[src/rtl/led_chaser_pwm_dimmer_defines.svh]
// Assertion helpers shared by the LED chaser RTL.
// Every macro samples on clk and is disabled while rst_n is low.
`ifndef LED_CHASER_PWM_DIMMER_DEFINES_SVH
`define LED_CHASER_PWM_DIMMER_DEFINES_SVH

// A condition that must hold at every clock edge out of reset.
`define LCPD_ASSERT_ALWAYS(label, cond, msg) \
    label: assert property (@(posedge clk) disable iff (!rst_n) (cond)) else $error(msg);

// A consequence that must hold in the same cycle as its antecedent.
`define LCPD_ASSERT_SAME(label, ante, cons, msg) \
    label: assert property (@(posedge clk) disable iff (!rst_n) (ante) |-> (cons)) \
        else $error(msg);

// A consequence that must hold in the cycle after its antecedent.
`define LCPD_ASSERT_NEXT(label, ante, cons, msg) \
    label: assert property (@(posedge clk) disable iff (!rst_n) (ante) |=> (cons)) \
        else $error(msg);

`endif

[src/rtl/lcpd_pkg.sv]
package lcpd_pkg;

    // Field and register widths.
    localparam int CMD_W       = 3;
    localparam int ADC_W       = 8;
    localparam int LED_COUNT   = 8;
    localparam int LED_POS_W   = $clog2(LED_COUNT);
    localparam int PAIR_POS_W  = 2;
    localparam int MODE_W      = 3;
    localparam int LEVEL_W     = 3;
    localparam int OFF_W       = 7;
    localparam int REG_W       = 12;
    localparam int COUNT_W     = 11;
    localparam int NUM_MODES   = 4;
    localparam int MODE_IDX_W  = 2;
    localparam int CFG_IDX_W   = 2;

    // Commands carried by an input item.
    localparam logic [CMD_W-1:0] CMD_SLOW_TICK  = 3'd0;
    localparam logic [CMD_W-1:0] CMD_PWM_TICK   = 3'd1;
    localparam logic [CMD_W-1:0] CMD_BRIGHTNESS = 3'd2;
    localparam logic [CMD_W-1:0] CMD_RUN_TOGGLE = 3'd3;
    localparam logic [CMD_W-1:0] CMD_RESTART    = 3'd4;

    // Configuration register indexes.
    localparam logic [CFG_IDX_W-1:0] REG_INTERVAL_MODE1 = 2'd0;
    localparam logic [CFG_IDX_W-1:0] REG_INTERVAL_MODE2 = 2'd1;
    localparam logic [CFG_IDX_W-1:0] REG_INTERVAL_MODE3 = 2'd2;
    localparam logic [CFG_IDX_W-1:0] REG_INTERVAL_MODE4 = 2'd3;
    localparam logic [REG_W-1:0]     INTERVAL_RESET     = 12'd400;

    // Pattern modes as seen on the result.
    localparam logic [MODE_W-1:0] MODE_LEFT      = 3'd1;
    localparam logic [MODE_W-1:0] MODE_RIGHT     = 3'd2;
    localparam logic [MODE_W-1:0] MODE_PAIR_IN   = 3'd3;
    localparam logic [MODE_W-1:0] MODE_PAIR_OUT  = 3'd4;

    localparam logic [LED_COUNT-1:0] LEDS_OFF = 8'hFF;
    localparam logic [LED_POS_W-1:0] LED_LAST = LED_POS_W'(LED_COUNT - 1);

    // Brightness thresholds and the off-times they select.
    localparam logic [ADC_W-1:0]   ADC_LIMIT_DARK  = 8'd60;
    localparam logic [ADC_W-1:0]   ADC_LIMIT_DIM   = 8'd130;
    localparam logic [ADC_W-1:0]   ADC_LIMIT_MID   = 8'd195;
    localparam logic [OFF_W-1:0]   OFF_TIME_DARK   = 7'd90;
    localparam logic [OFF_W-1:0]   OFF_TIME_DIM    = 7'd70;
    localparam logic [OFF_W-1:0]   OFF_TIME_MID    = 7'd30;
    localparam logic [OFF_W-1:0]   OFF_TIME_BRIGHT = 7'd5;
    localparam logic [LEVEL_W-1:0] LEVEL_DARK      = 3'd1;
    localparam logic [LEVEL_W-1:0] LEVEL_DIM       = 3'd2;
    localparam logic [LEVEL_W-1:0] LEVEL_MID       = 3'd3;
    localparam logic [LEVEL_W-1:0] LEVEL_BRIGHT    = 3'd4;

    // One result item.
    typedef struct packed {
        logic [LED_COUNT-1:0] led_drive;
        logic [LED_COUNT-1:0] pattern;
        logic [MODE_W-1:0]    mode;
        logic [LEVEL_W-1:0]   brightness_level;
    } result_t;

    // Active-low pair moving from the outer LEDs towards the centre.
    function automatic logic [LED_COUNT-1:0] pair_in_pattern(input logic [PAIR_POS_W-1:0] pos);
        logic [LED_COUNT-1:0] pat;
        case (pos)
            2'd0:    pat = 8'h7E;
            2'd1:    pat = 8'hBD;
            2'd2:    pat = 8'hDB;
            2'd3:    pat = 8'hE7;
            default: pat = LEDS_OFF;
        endcase
        return pat;
    endfunction

    // The outward sequence is the inward one read backwards.
    function automatic logic [LED_COUNT-1:0] pair_out_pattern(input logic [PAIR_POS_W-1:0] pos);
        return pair_in_pattern(~pos);
    endfunction

endpackage

[src/rtl/lcpd_if.sv]
// Input channel: one command and its light sample per transfer.
interface lcpd_in_if;
    logic                          valid;
    logic                          ready;
    logic [lcpd_pkg::CMD_W-1:0]    cmd;
    logic [lcpd_pkg::ADC_W-1:0]    adc_value;

    modport source (output valid, output cmd, output adc_value, input ready);
    modport sink   (input valid, input cmd, input adc_value, output ready);
endinterface

// Result channel: port value, pattern, mode and brightness per transfer.
interface lcpd_out_if;
    logic                             valid;
    logic                             ready;
    logic [lcpd_pkg::LED_COUNT-1:0]   led_drive;
    logic [lcpd_pkg::LED_COUNT-1:0]   pattern;
    logic [lcpd_pkg::MODE_W-1:0]      mode;
    logic [lcpd_pkg::LEVEL_W-1:0]     brightness_level;

    modport source (output valid, output led_drive, output pattern, output mode,
                    output brightness_level, input ready);
    modport sink   (input valid, input led_drive, input pattern, input mode,
                    input brightness_level, output ready);
endinterface

[src/rtl/lcpd_out_buf.sv]
`include "led_chaser_pwm_dimmer_defines.svh"

module lcpd_out_buf
(
    input  logic                clk,
    input  logic                rst_n,
    input  logic                push_valid,
    output logic                push_ready,
    input  lcpd_pkg::result_t   push_data,
    lcpd_out_if.source          out_ch
);

    logic              out_valid_reg;
    logic              out_valid_next;
    logic              skid_valid_reg;
    logic              skid_valid_next;
    lcpd_pkg::result_t out_data_reg;
    lcpd_pkg::result_t out_data_next;
    lcpd_pkg::result_t skid_data_reg;
    lcpd_pkg::result_t skid_data_next;
    logic              push_fire;
    logic              pop_fire;

    // A new result is taken as long as the skid entry is free.
    assign push_ready = !skid_valid_reg;
    assign push_fire  = push_valid && push_ready;
    assign pop_fire   = out_valid_reg && out_ch.ready;

    // Two-entry queue: the output entry drives the port, the skid entry catches a stall.
    always_comb
    begin
        out_valid_next  = out_valid_reg;
        skid_valid_next = skid_valid_reg;
        out_data_next   = out_data_reg;
        skid_data_next  = skid_data_reg;
        if (skid_valid_reg)
        begin
            if (pop_fire)
            begin
                out_data_next   = skid_data_reg;
                skid_valid_next = 1'b0;
            end
        end
        else if (push_fire)
        begin
            if (!out_valid_reg || pop_fire)
            begin
                out_data_next  = push_data;
                out_valid_next = 1'b1;
            end
            else
            begin
                skid_data_next  = push_data;
                skid_valid_next = 1'b1;
            end
        end
        else if (pop_fire)
        begin
            out_valid_next = 1'b0;
        end
    end

    // Occupancy flags.
    always_ff @(posedge clk or negedge rst_n)
    begin
        if (!rst_n)
        begin
            out_valid_reg  <= 1'b0;
            skid_valid_reg <= 1'b0;
        end
        else
        begin
            out_valid_reg  <= out_valid_next;
            skid_valid_reg <= skid_valid_next;
        end
    end

    // Result payload needs no reset.
    always_ff @(posedge clk)
    begin
        out_data_reg  <= out_data_next;
        skid_data_reg <= skid_data_next;
    end

    assign out_ch.valid            = out_valid_reg;
    assign out_ch.led_drive        = out_data_reg.led_drive;
    assign out_ch.pattern          = out_data_reg.pattern;
    assign out_ch.mode             = out_data_reg.mode;
    assign out_ch.brightness_level = out_data_reg.brightness_level;

    // The skid entry is only ever filled behind a waiting output entry.
    `LCPD_ASSERT_SAME(a_skid_behind_out, skid_valid_reg, out_valid_reg, "skid entry without output entry")
    // Draining a full queue moves the skid entry forward.
    `LCPD_ASSERT_NEXT(a_skid_drains, skid_valid_reg && out_ch.ready, out_valid_reg && !skid_valid_reg, "full queue did not drain")
    // A result into an empty queue goes straight to the port.
    `LCPD_ASSERT_NEXT(a_empty_fill, push_fire && !out_valid_reg, out_valid_reg && !skid_valid_reg, "empty queue fill went astray")

endmodule

[src/rtl/led_chaser_pwm_dimmer.sv]
// Channel   Direction  Payload                                      Transfer
// in_ch     sink       cmd[2:0], adc_value[7:0]                     valid && ready
// out_ch    source     led_drive, pattern[7:0], mode, brightness    valid && ready
// cfg       write      cfg_index[1:0], cfg_wdata[11:0]              cfg_we
//
// One input item is taken in every cycle while in_ch.ready is high; its result is
// set by the combinational state update path and registered in the output entry
// that drives out_ch, or in the skid entry while the output entry is held.
// So in_ch stays ready while one entry is held; in_ch.ready falls only while both are.
// Reset is asynchronous and ready for items at once: intervals read 400, mode 1, stopped.
`include "led_chaser_pwm_dimmer_defines.svh"

module led_chaser_pwm_dimmer
#(
    parameter int PWM_STEPS = 101
)
(
    input  logic                             clk,
    input  logic                             rst_n,
    lcpd_in_if.sink                          in_ch,
    lcpd_out_if.source                       out_ch,
    input  logic                             cfg_we,
    input  logic [lcpd_pkg::CFG_IDX_W-1:0]   cfg_index,
    input  logic [lcpd_pkg::REG_W-1:0]       cfg_wdata
);

    localparam int PWM_W = $clog2(PWM_STEPS);
    localparam int CMP_W = (PWM_W > lcpd_pkg::OFF_W) ? PWM_W : lcpd_pkg::OFF_W;
    localparam logic [PWM_W-1:0] PWM_LAST = PWM_W'(PWM_STEPS - 1);

    logic [lcpd_pkg::REG_W-1:0]      interval_reg [lcpd_pkg::NUM_MODES];
    logic [lcpd_pkg::COUNT_W-1:0]    count_reg    [lcpd_pkg::NUM_MODES];
    logic [lcpd_pkg::COUNT_W-1:0]    count_next   [lcpd_pkg::NUM_MODES];
    logic [lcpd_pkg::NUM_MODES-1:0]  pending_reg;
    logic [lcpd_pkg::NUM_MODES-1:0]  pending_next;
    logic [lcpd_pkg::MODE_W-1:0]     mode_reg;
    logic [lcpd_pkg::MODE_W-1:0]     mode_next;
    logic                            running_reg;
    logic                            running_next;
    logic [lcpd_pkg::LED_POS_W-1:0]  left_pos_reg;
    logic [lcpd_pkg::LED_POS_W-1:0]  left_pos_next;
    logic [lcpd_pkg::LED_POS_W-1:0]  right_pos_reg;
    logic [lcpd_pkg::LED_POS_W-1:0]  right_pos_next;
    logic [lcpd_pkg::PAIR_POS_W-1:0] in_pos_reg;
    logic [lcpd_pkg::PAIR_POS_W-1:0] in_pos_next;
    logic [lcpd_pkg::PAIR_POS_W-1:0] out_pos_reg;
    logic [lcpd_pkg::PAIR_POS_W-1:0] out_pos_next;
    logic [lcpd_pkg::OFF_W-1:0]      off_time_reg;
    logic [lcpd_pkg::OFF_W-1:0]      off_time_next;
    logic [lcpd_pkg::LED_COUNT-1:0]  shown_reg;
    logic [lcpd_pkg::LED_COUNT-1:0]  shown_next;
    logic [PWM_W-1:0]                pwm_reg;
    logic [PWM_W-1:0]                pwm_next;
    logic [lcpd_pkg::LEVEL_W-1:0]    level_reg;
    logic [lcpd_pkg::LEVEL_W-1:0]    level_next;

    logic                            in_fire;
    logic                            push_ready;
    logic [lcpd_pkg::MODE_IDX_W-1:0] mode_idx;
    logic [lcpd_pkg::COUNT_W-1:0]    threshold;
    logic [lcpd_pkg::COUNT_W:0]      tick_sum;
    lcpd_pkg::result_t               result;

    assign in_ch.ready = push_ready;
    assign in_fire     = in_ch.valid && push_ready;

    // Slow tick compare for the running mode: half its interval.
    assign mode_idx  = lcpd_pkg::MODE_IDX_W'(mode_reg - 3'd1);
    assign threshold = interval_reg[mode_idx][lcpd_pkg::REG_W-1:1];
    assign tick_sum  = {1'b0, count_reg[mode_idx]} + 12'd1;

    // Apply the command, then, while running, take every pending step in mode order.
    always_comb
    begin
        count_next     = count_reg;
        pending_next   = pending_reg;
        mode_next      = mode_reg;
        running_next   = running_reg;
        left_pos_next  = left_pos_reg;
        right_pos_next = right_pos_reg;
        in_pos_next    = in_pos_reg;
        out_pos_next   = out_pos_reg;
        off_time_next  = off_time_reg;
        shown_next     = shown_reg;
        pwm_next       = pwm_reg;
        level_next     = level_reg;
        if (in_fire)
        begin
            case (in_ch.cmd)
                lcpd_pkg::CMD_SLOW_TICK:
                begin
                    if (tick_sum >= {1'b0, threshold})
                    begin
                        count_next[mode_idx]   = '0;
                        pending_next[mode_idx] = 1'b1;
                    end
                    else
                    begin
                        count_next[mode_idx] = tick_sum[lcpd_pkg::COUNT_W-1:0];
                    end
                end
                lcpd_pkg::CMD_PWM_TICK:
                begin
                    pwm_next = (pwm_reg == PWM_LAST) ? '0 : pwm_reg + 1'b1;
                end
                lcpd_pkg::CMD_BRIGHTNESS:
                begin
                    if (in_ch.adc_value < lcpd_pkg::ADC_LIMIT_DARK)
                    begin
                        off_time_next = lcpd_pkg::OFF_TIME_DARK;
                        level_next    = lcpd_pkg::LEVEL_DARK;
                    end
                    else if (in_ch.adc_value < lcpd_pkg::ADC_LIMIT_DIM)
                    begin
                        off_time_next = lcpd_pkg::OFF_TIME_DIM;
                        level_next    = lcpd_pkg::LEVEL_DIM;
                    end
                    else if (in_ch.adc_value < lcpd_pkg::ADC_LIMIT_MID)
                    begin
                        off_time_next = lcpd_pkg::OFF_TIME_MID;
                        level_next    = lcpd_pkg::LEVEL_MID;
                    end
                    else
                    begin
                        off_time_next = lcpd_pkg::OFF_TIME_BRIGHT;
                        level_next    = lcpd_pkg::LEVEL_BRIGHT;
                    end
                end
                lcpd_pkg::CMD_RUN_TOGGLE:
                begin
                    running_next = !running_reg;
                end
                lcpd_pkg::CMD_RESTART:
                begin
                    mode_next = lcpd_pkg::MODE_LEFT;
                end
                default:
                begin
                end
            endcase

            // Each pending step touches only its own position; the last one wins the pattern.
            if (running_next)
            begin
                if (pending_next[0])
                begin
                    pending_next[0] = 1'b0;
                    shown_next = ~(lcpd_pkg::LED_COUNT'(1) << left_pos_reg);
                    if (left_pos_reg == lcpd_pkg::LED_LAST)
                    begin
                        left_pos_next = '0;
                        mode_next     = lcpd_pkg::MODE_RIGHT;
                    end
                    else
                    begin
                        left_pos_next = left_pos_reg + 1'b1;
                    end
                end
                if (pending_next[1])
                begin
                    pending_next[1] = 1'b0;
                    shown_next = ~({1'b1, {(lcpd_pkg::LED_COUNT - 1){1'b0}}} >> right_pos_reg);
                    if (right_pos_reg == lcpd_pkg::LED_LAST)
                    begin
                        right_pos_next = '0;
                        mode_next      = lcpd_pkg::MODE_PAIR_IN;
                    end
                    else
                    begin
                        right_pos_next = right_pos_reg + 1'b1;
                    end
                end
                if (pending_next[2])
                begin
                    pending_next[2] = 1'b0;
                    shown_next  = lcpd_pkg::pair_in_pattern(in_pos_reg);
                    in_pos_next = in_pos_reg + 1'b1;
                    if (in_pos_next == '0)
                    begin
                        mode_next = lcpd_pkg::MODE_PAIR_OUT;
                    end
                end
                if (pending_next[3])
                begin
                    pending_next[3] = 1'b0;
                    shown_next   = lcpd_pkg::pair_out_pattern(out_pos_reg);
                    out_pos_next = out_pos_reg + 1'b1;
                    if (out_pos_next == '0)
                    begin
                        mode_next = lcpd_pkg::MODE_LEFT;
                    end
                end
            end
        end
    end

    // Result of the item, taken from the updated state.
    always_comb
    begin
        if (running_next && (CMP_W'(pwm_next) >= CMP_W'(off_time_next)))
        begin
            result.led_drive = shown_next;
        end
        else
        begin
            result.led_drive = lcpd_pkg::LEDS_OFF;
        end
        result.pattern          = shown_next;
        result.mode             = mode_next;
        result.brightness_level = level_next;
    end

    // Interval registers, which the user writes only while idle; the block does not check it.
    always_ff @(posedge clk or negedge rst_n)
    begin
        if (!rst_n)
        begin
            for (int i = 0; i < lcpd_pkg::NUM_MODES; i++)
            begin
                interval_reg[i] <= lcpd_pkg::INTERVAL_RESET;
            end
        end
        else if (cfg_we)
        begin
            case (cfg_index)
                lcpd_pkg::REG_INTERVAL_MODE1: interval_reg[0] <= cfg_wdata;
                lcpd_pkg::REG_INTERVAL_MODE2: interval_reg[1] <= cfg_wdata;
                lcpd_pkg::REG_INTERVAL_MODE3: interval_reg[2] <= cfg_wdata;
                lcpd_pkg::REG_INTERVAL_MODE4: interval_reg[3] <= cfg_wdata;
                default:
                begin
                end
            endcase
        end
    end

    // Chaser and dimmer state.
    always_ff @(posedge clk or negedge rst_n)
    begin
        if (!rst_n)
        begin
            for (int i = 0; i < lcpd_pkg::NUM_MODES; i++)
            begin
                count_reg[i] <= '0;
            end
            pending_reg   <= '0;
            mode_reg      <= lcpd_pkg::MODE_LEFT;
            running_reg   <= 1'b0;
            left_pos_reg  <= '0;
            right_pos_reg <= '0;
            in_pos_reg    <= '0;
            out_pos_reg   <= '0;
            off_time_reg  <= '0;
            shown_reg     <= lcpd_pkg::LEDS_OFF;
            pwm_reg       <= '0;
            level_reg     <= '0;
        end
        else
        begin
            count_reg     <= count_next;
            pending_reg   <= pending_next;
            mode_reg      <= mode_next;
            running_reg   <= running_next;
            left_pos_reg  <= left_pos_next;
            right_pos_reg <= right_pos_next;
            in_pos_reg    <= in_pos_next;
            out_pos_reg   <= out_pos_next;
            off_time_reg  <= off_time_next;
            shown_reg     <= shown_next;
            pwm_reg       <= pwm_next;
            level_reg     <= level_next;
        end
    end

    // Result queue towards the output channel.
    lcpd_out_buf u_out_buf
    (
        .clk        (clk),
        .rst_n      (rst_n),
        .push_valid (in_fire),
        .push_ready (push_ready),
        .push_data  (result),
        .out_ch     (out_ch)
    );

    // While running, every latched step is taken by the item that latched it.
    `LCPD_ASSERT_SAME(a_running_no_pending, running_reg, pending_reg == '0, "step left pending while running")
    // While stopped, latched steps are kept.
    `LCPD_ASSERT_NEXT(a_stopped_keeps, !running_next, (pending_reg & $past(pending_reg)) == $past(pending_reg), "pending step lost while stopped")
    // The mode stays within the four patterns.
    `LCPD_ASSERT_ALWAYS(a_mode_range, mode_reg != 3'd0 && mode_reg <= lcpd_pkg::MODE_PAIR_OUT, "mode out of range")
    // The PWM counter wraps before the step count.
    `LCPD_ASSERT_ALWAYS(a_pwm_range, pwm_reg <= PWM_LAST, "PWM counter past its last step")

endmodule

[src/flat_wrapper.sv]
// flat-port wrapper written by rule: the top's interface ports become plain ports
module led_chaser_pwm_dimmer_flat 
#(
    parameter int PWM_STEPS = 101
)
  (clk, rst_n, cfg_we, cfg_index, cfg_wdata, in_ch_valid, in_ch_cmd, in_ch_adc_value, in_ch_ready, out_ch_valid, out_ch_led_drive, out_ch_pattern, out_ch_mode, out_ch_brightness_level, out_ch_ready);
  lcpd_in_if in_ch_i ();
  lcpd_out_if out_ch_i ();
  input  logic clk;
  input  logic rst_n;
  input  logic cfg_we;
  input  logic [lcpd_pkg::CFG_IDX_W-1:0] cfg_index;
  input  logic [lcpd_pkg::REG_W-1:0] cfg_wdata;
  input wire logic [$bits(in_ch_i.valid)-1:0] in_ch_valid;
  input wire logic [$bits(in_ch_i.cmd)-1:0] in_ch_cmd;
  input wire logic [$bits(in_ch_i.adc_value)-1:0] in_ch_adc_value;
  output wire logic [$bits(in_ch_i.ready)-1:0] in_ch_ready;
  output wire logic [$bits(out_ch_i.valid)-1:0] out_ch_valid;
  output wire logic [$bits(out_ch_i.led_drive)-1:0] out_ch_led_drive;
  output wire logic [$bits(out_ch_i.pattern)-1:0] out_ch_pattern;
  output wire logic [$bits(out_ch_i.mode)-1:0] out_ch_mode;
  output wire logic [$bits(out_ch_i.brightness_level)-1:0] out_ch_brightness_level;
  input wire logic [$bits(out_ch_i.ready)-1:0] out_ch_ready;
  assign in_ch_i.valid = in_ch_valid;
  assign in_ch_i.cmd = in_ch_cmd;
  assign in_ch_i.adc_value = in_ch_adc_value;
  assign in_ch_ready = in_ch_i.ready;
  assign out_ch_valid = out_ch_i.valid;
  assign out_ch_led_drive = out_ch_i.led_drive;
  assign out_ch_pattern = out_ch_i.pattern;
  assign out_ch_mode = out_ch_i.mode;
  assign out_ch_brightness_level = out_ch_i.brightness_level;
  assign out_ch_i.ready = out_ch_ready;
  led_chaser_pwm_dimmer #(.PWM_STEPS(PWM_STEPS)) u_core (.clk(clk), .rst_n(rst_n), .in_ch(in_ch_i), .out_ch(out_ch_i), .cfg_we(cfg_we), .cfg_index(cfg_index), .cfg_wdata(cfg_wdata));
endmodule
[config.mk]
export PLATFORM = sky130hd
export DESIGN_NAME = led_chaser_pwm_dimmer_flat
export DESIGN_NICKNAME = d
export VERILOG_FILES = /design/src/rtl/lcpd_pkg.sv /design/src/rtl/lcpd_if.sv /design/src/rtl/lcpd_out_buf.sv /design/src/rtl/led_chaser_pwm_dimmer.sv /design/src/flat_wrapper.sv
export VERILOG_INCLUDE_DIRS = /design/src /design/src/rtl
export SDC_FILE = /design/constraint.sdc
export NUM_CORES = 1
export LEC_CHECK = 0
export ABC_AREA = 1
export BUFFER_PORTS_ARGS = -buffer_cell sky130_fd_sc_hd__buf_2
export CORE_UTILIZATION = 50
export CTS_CLUSTER_DIAMETER = 40
export DETAILED_ROUTE_END_ITERATION = 12
export PLACE_DENSITY = 0.67
export SLEW_MARGIN = 20
export SYNTH_ARGS = -nofsm -noshare
export SYNTH_HDL_FRONTEND = slang
export SYNTH_SLANG_ARGS = --single-unit
export TNS_END_PERCENT = 5
[constraint.sdc]
create_clock -name clk -period 11.15 [get_ports clk]
set_clock_uncertainty 0.1 [all_clocks]
set_input_delay 0.5575 -clock clk [delete_from_list [all_inputs] [get_ports clk]]
set_output_delay 0.5575 -clock clk [all_outputs]
set_load 0.02 [all_outputs]
==> metrics.yaml <==
status: "finished, final reports clean"
grt_max_degree: 54
antenna_found_initial: 0
die_x_um: 136.1
synth-edff-count: 44
final_cells: 1326
dp_hpwl_um: 12120
post-place-cells: 1293
ys_types: 40
synth_nets: 1124
wirelength_um: 18690
cts_max_level: 4
synthFlopType: "dfrtp_1"
tightestPinTransition_ns: 1.038
regArea_mm2: 0.004676
cp_data_required_time_ns: 11.22
synth_seq_cells: 177
ant_nets: 0
vdd.ir_drop.worst_mv: 0.1439
clock_sinks: 177
clock-root-buffer: "clkbuf_16"
slew-limit-headroom_pct: 30.82
p_per_area_mw_per_mm2: 303.7
period_minus_slack_ns: 5.696
cts_tree: "yes"
end_kind: "flop"
crit_path_frequent_cell: "nand2_1"
ctsResizeCount: 0
via_per_inst: 5.131
syn_inst: 1047
grt_usage_pct: 21.64
drv_slew: 0
cp.arrival_ns: 5.77
finish.net_count: 1165
cts_max_path_buffers: 2
cap_violations: 0
die_y_um: 136.1
grt_overflow: 0
crit_fanout: 53
synth_top_cell_area_share_pct: 31.16
portBuffers: 52
ys_warn_count: 0
grt_pass1_vias: 6552
finalSetupViolCount: 0
tns_ns: 0
dr.pass1.iters: 5
synthArstFlopShare_pct: 75.14
grt_first_pass_wirelength_um: 31500
initial_utilization_pct: 51.65
timing.fmax_mhz: 175.6
cpPeakStageDelay_ns: 0.59
dr_total_vias: 6804
n_fill_cell: 1620
rsz0062_at_grt: "false"
core_mm2: 0.01742
dieArea_mm2: 0.01853
seq_area_frac_synth_pct: 51.98
syn_area_mm2: 0.008995
syn_to_final_growth_pct: 11.49
clk_latency_ns: 0.43
synth.area.top_cells: "dfrtp_1, edfxtp_1, nand2_1"
drive_above_1_share_pct: 12.62
cp-start-kind: "flop"
min_path_type: "primary input to flop"
postSynthAreaPerCell_um2: 8.591
n_antenna_cell: 0
io_pins: 54
avgRoutedWirePerCell_um: 14.09
yosys.area.top_type: "dfrtp_1"
drt-initial-drc-count: 529
numCtsBuffers: 17
fp-row-count: 48
hold_viol: 0
leakagePower_nw: 4.803
drcViolationCount: 0
crit_slowest_cell: "ha_1"
final.period_utilization_pct: 51.09
routabilityCongestion: 0.8618
clkTransAtPathRegs_ns: 0.06
multi_input_area_mm2: 0.003721
crit_type: "flop to flop"
-- per-stage QoR --
step / power [W] / setup WS [ns] / utilization, % / hold WS (ns) / instance area [um2]
global placement: 0.002386 / 5.575 / 54.02 / 0.3580 / 9408
detailed placement: 0.002421 / 5.517 / 54.02 / 0.3659 / 9408
floorplan: 0.002077 / 6.625 / - / 0.1619 / 8995
global route: 0.003321 / 4.962 / 57.58 / 0.3084 / 10030
finish: 0.003045 / 5.454 / 57.58 / 0.3042 / 10030
CTS: 0.003053 / 5.479 / 57.52 / 0.2939 / 10020
-- cell usage in the layout, fill, tap and decap left out, types with 2 or more instances in the layout --
| master | synthesis | final |
|---|---|---|
| buf_4 | 3 | 6 |
| nand2_2 | 6 | 6 |
| bufinv_16 | 0 | 4 |
| o22ai_2 | 3 | 3 |
| o211ai_1 | 2 | 2 |
| or2_2 | 9 | 9 |
| inv_1 | 109 | 109 |
| clkinv_2 | 0 | 4 |
| a21oi_1 | 40 | 40 |
| nand3_1 | 31 | 31 |
| nor4_1 | 2 | 2 |
| inv_2 | 6 | 6 |
| xnor2_1 | 3 | 3 |
| dfrtp_1 | 112 | 112 |
| nand4_1 | 6 | 6 |
| nor3_1 | 8 | 8 |
| o21ai_1 | 25 | 25 |
| xor2_1 | 9 | 9 |
| nor2_1 | 65 | 63 |
| dfstp_2 | 21 | 21 |
| clkbuf_16 | 0 | 17 |
| a31oi_1 | 3 | 3 |
| edfxtp_1 | 44 | 44 |
| a211oi_1 | 3 | 3 |
| nand2_1 | 311 | 311 |
| clkbuf_1 | 24 | 3 |
| ha_1 | 47 | 47 |
| or2_1 | 4 | 4 |
| nor2_4 | 0 | 2 |
| clkinv_1 | 2 | 4 |
| buf_2 | 4 | 51 |
| o21ai_0 | 107 | 107 |
| a32o_1 | 10 | 10 |
| o22ai_1 | 6 | 6 |
| nand2_4 | 4 | 4 |
| nor2_2 | 2 | 2 |
| o21a_1 | 6 | 6 |
-- metal layers --
metal  routed length (um)  part of all wire, %  global-route usage (%)
met5                    0                    0                       0
met4                  181                 0.97                   5.802
met3                  664                  3.6                   3.915
met2                 8526                   46                   34.01
met1                 9312                   50                   30.72
-- final cells by class --
cell class	instances	share of cell area [%]
well taps	225	2.807
inverters	117	4.379
multi-input cells	717	37.11
flip-flops and latches	177	46.62
clock inverters	12	1.634
clock buffers	20	4.354
repair buffers	58	3.094
-- synth_stat cells, types with 10 or more instances --
cell type / number
ha_1: 47
a21oi_1: 40
clkbuf_1: 24
inv_1: 109
edfxtp_1: 44
o21ai_0: 107
dfstp_2: 21
a32o_1: 10
o21ai_1: 25
nor2_1: 65
dfrtp_1: 112
nand3_1: 31
nand2_1: 311
-- power by group --
| part | switching [W] | leakage, nW | internal [W] | total [W] |
|---|---|---|---|---|
| registers | 0.000111 | 2.03 | 0.000919 | 0.00103 |
| clock network | 0.000248 | 0.293 | 0.000373 | 0.000621 |
| logic | 0.000925 | 2.48 | 0.000469 | 0.00139 |
-- repair_timing --
| item | CTS | global route |
|---|---|---|
| hold buffers | 1 | 0 |
| setup buffers | 0 | 0 |
| endpoints found under the setup margin | 0 | 0 |
| endpoints found under the hold margin | 5 | 0 |
-- logic make-up (layout without fill, tap and decap cells) --
family	count (synthesis)	count (layout)	share of synthesized area [%]
and+or+nand+nor	450	450	20.57
AOI/OAI and AO/OA	208	208	12.92
DFF	177	177	51.98
buffers and inverters	153	207	6.816
adders and majority gates	47	47	6.538
xor gates and xnor gates	12	12	1.169
-- final timing paths --
kind | from | end | slack (ns) | depth (start not counted)
max in group asynchronous | rst_n | u_core.left_pos_reg[1]$_DFFE_PN0P_ | 9.40 | 3
min in group asynchronous | rst_n | u_core.interval_reg[17]$_DFFE_PN0P_ | 0.52 | 2
worst min-delay path | cfg_wdata[8] | u_core.interval_reg[32]$_DFFE_PN1P_ | 0.30 | 3
worst min register to register | u_core.count_reg[33]$_DFFE_PN0P_ | u_core.count_reg[33]$_DFFE_PN0P_ | 0.38 | 2
worst max register to register | u_core.mode_reg[0]$_DFF_PN1_ | u_core.u_out_buf.out_ch.mode[0]$_DFFE_PP_ | 5.45 | 31
worst max-delay path | u_core.mode_reg[0]$_DFF_PN1_ | u_core.u_out_buf.out_ch.mode[0]$_DFFE_PP_ | 5.45 | 31
-- worst max-delay path, delay by kind of cell (launching register included) --
kind | cells | cell delay [ns]
compound gates | 6 | 1.09
fa+ha+maj | 3 | 1.09
simple gates | 16 | 1.52
buf+inv | 6 | 1.10
flops | 1 | 0.53
(Power assumes the default switching activity.)
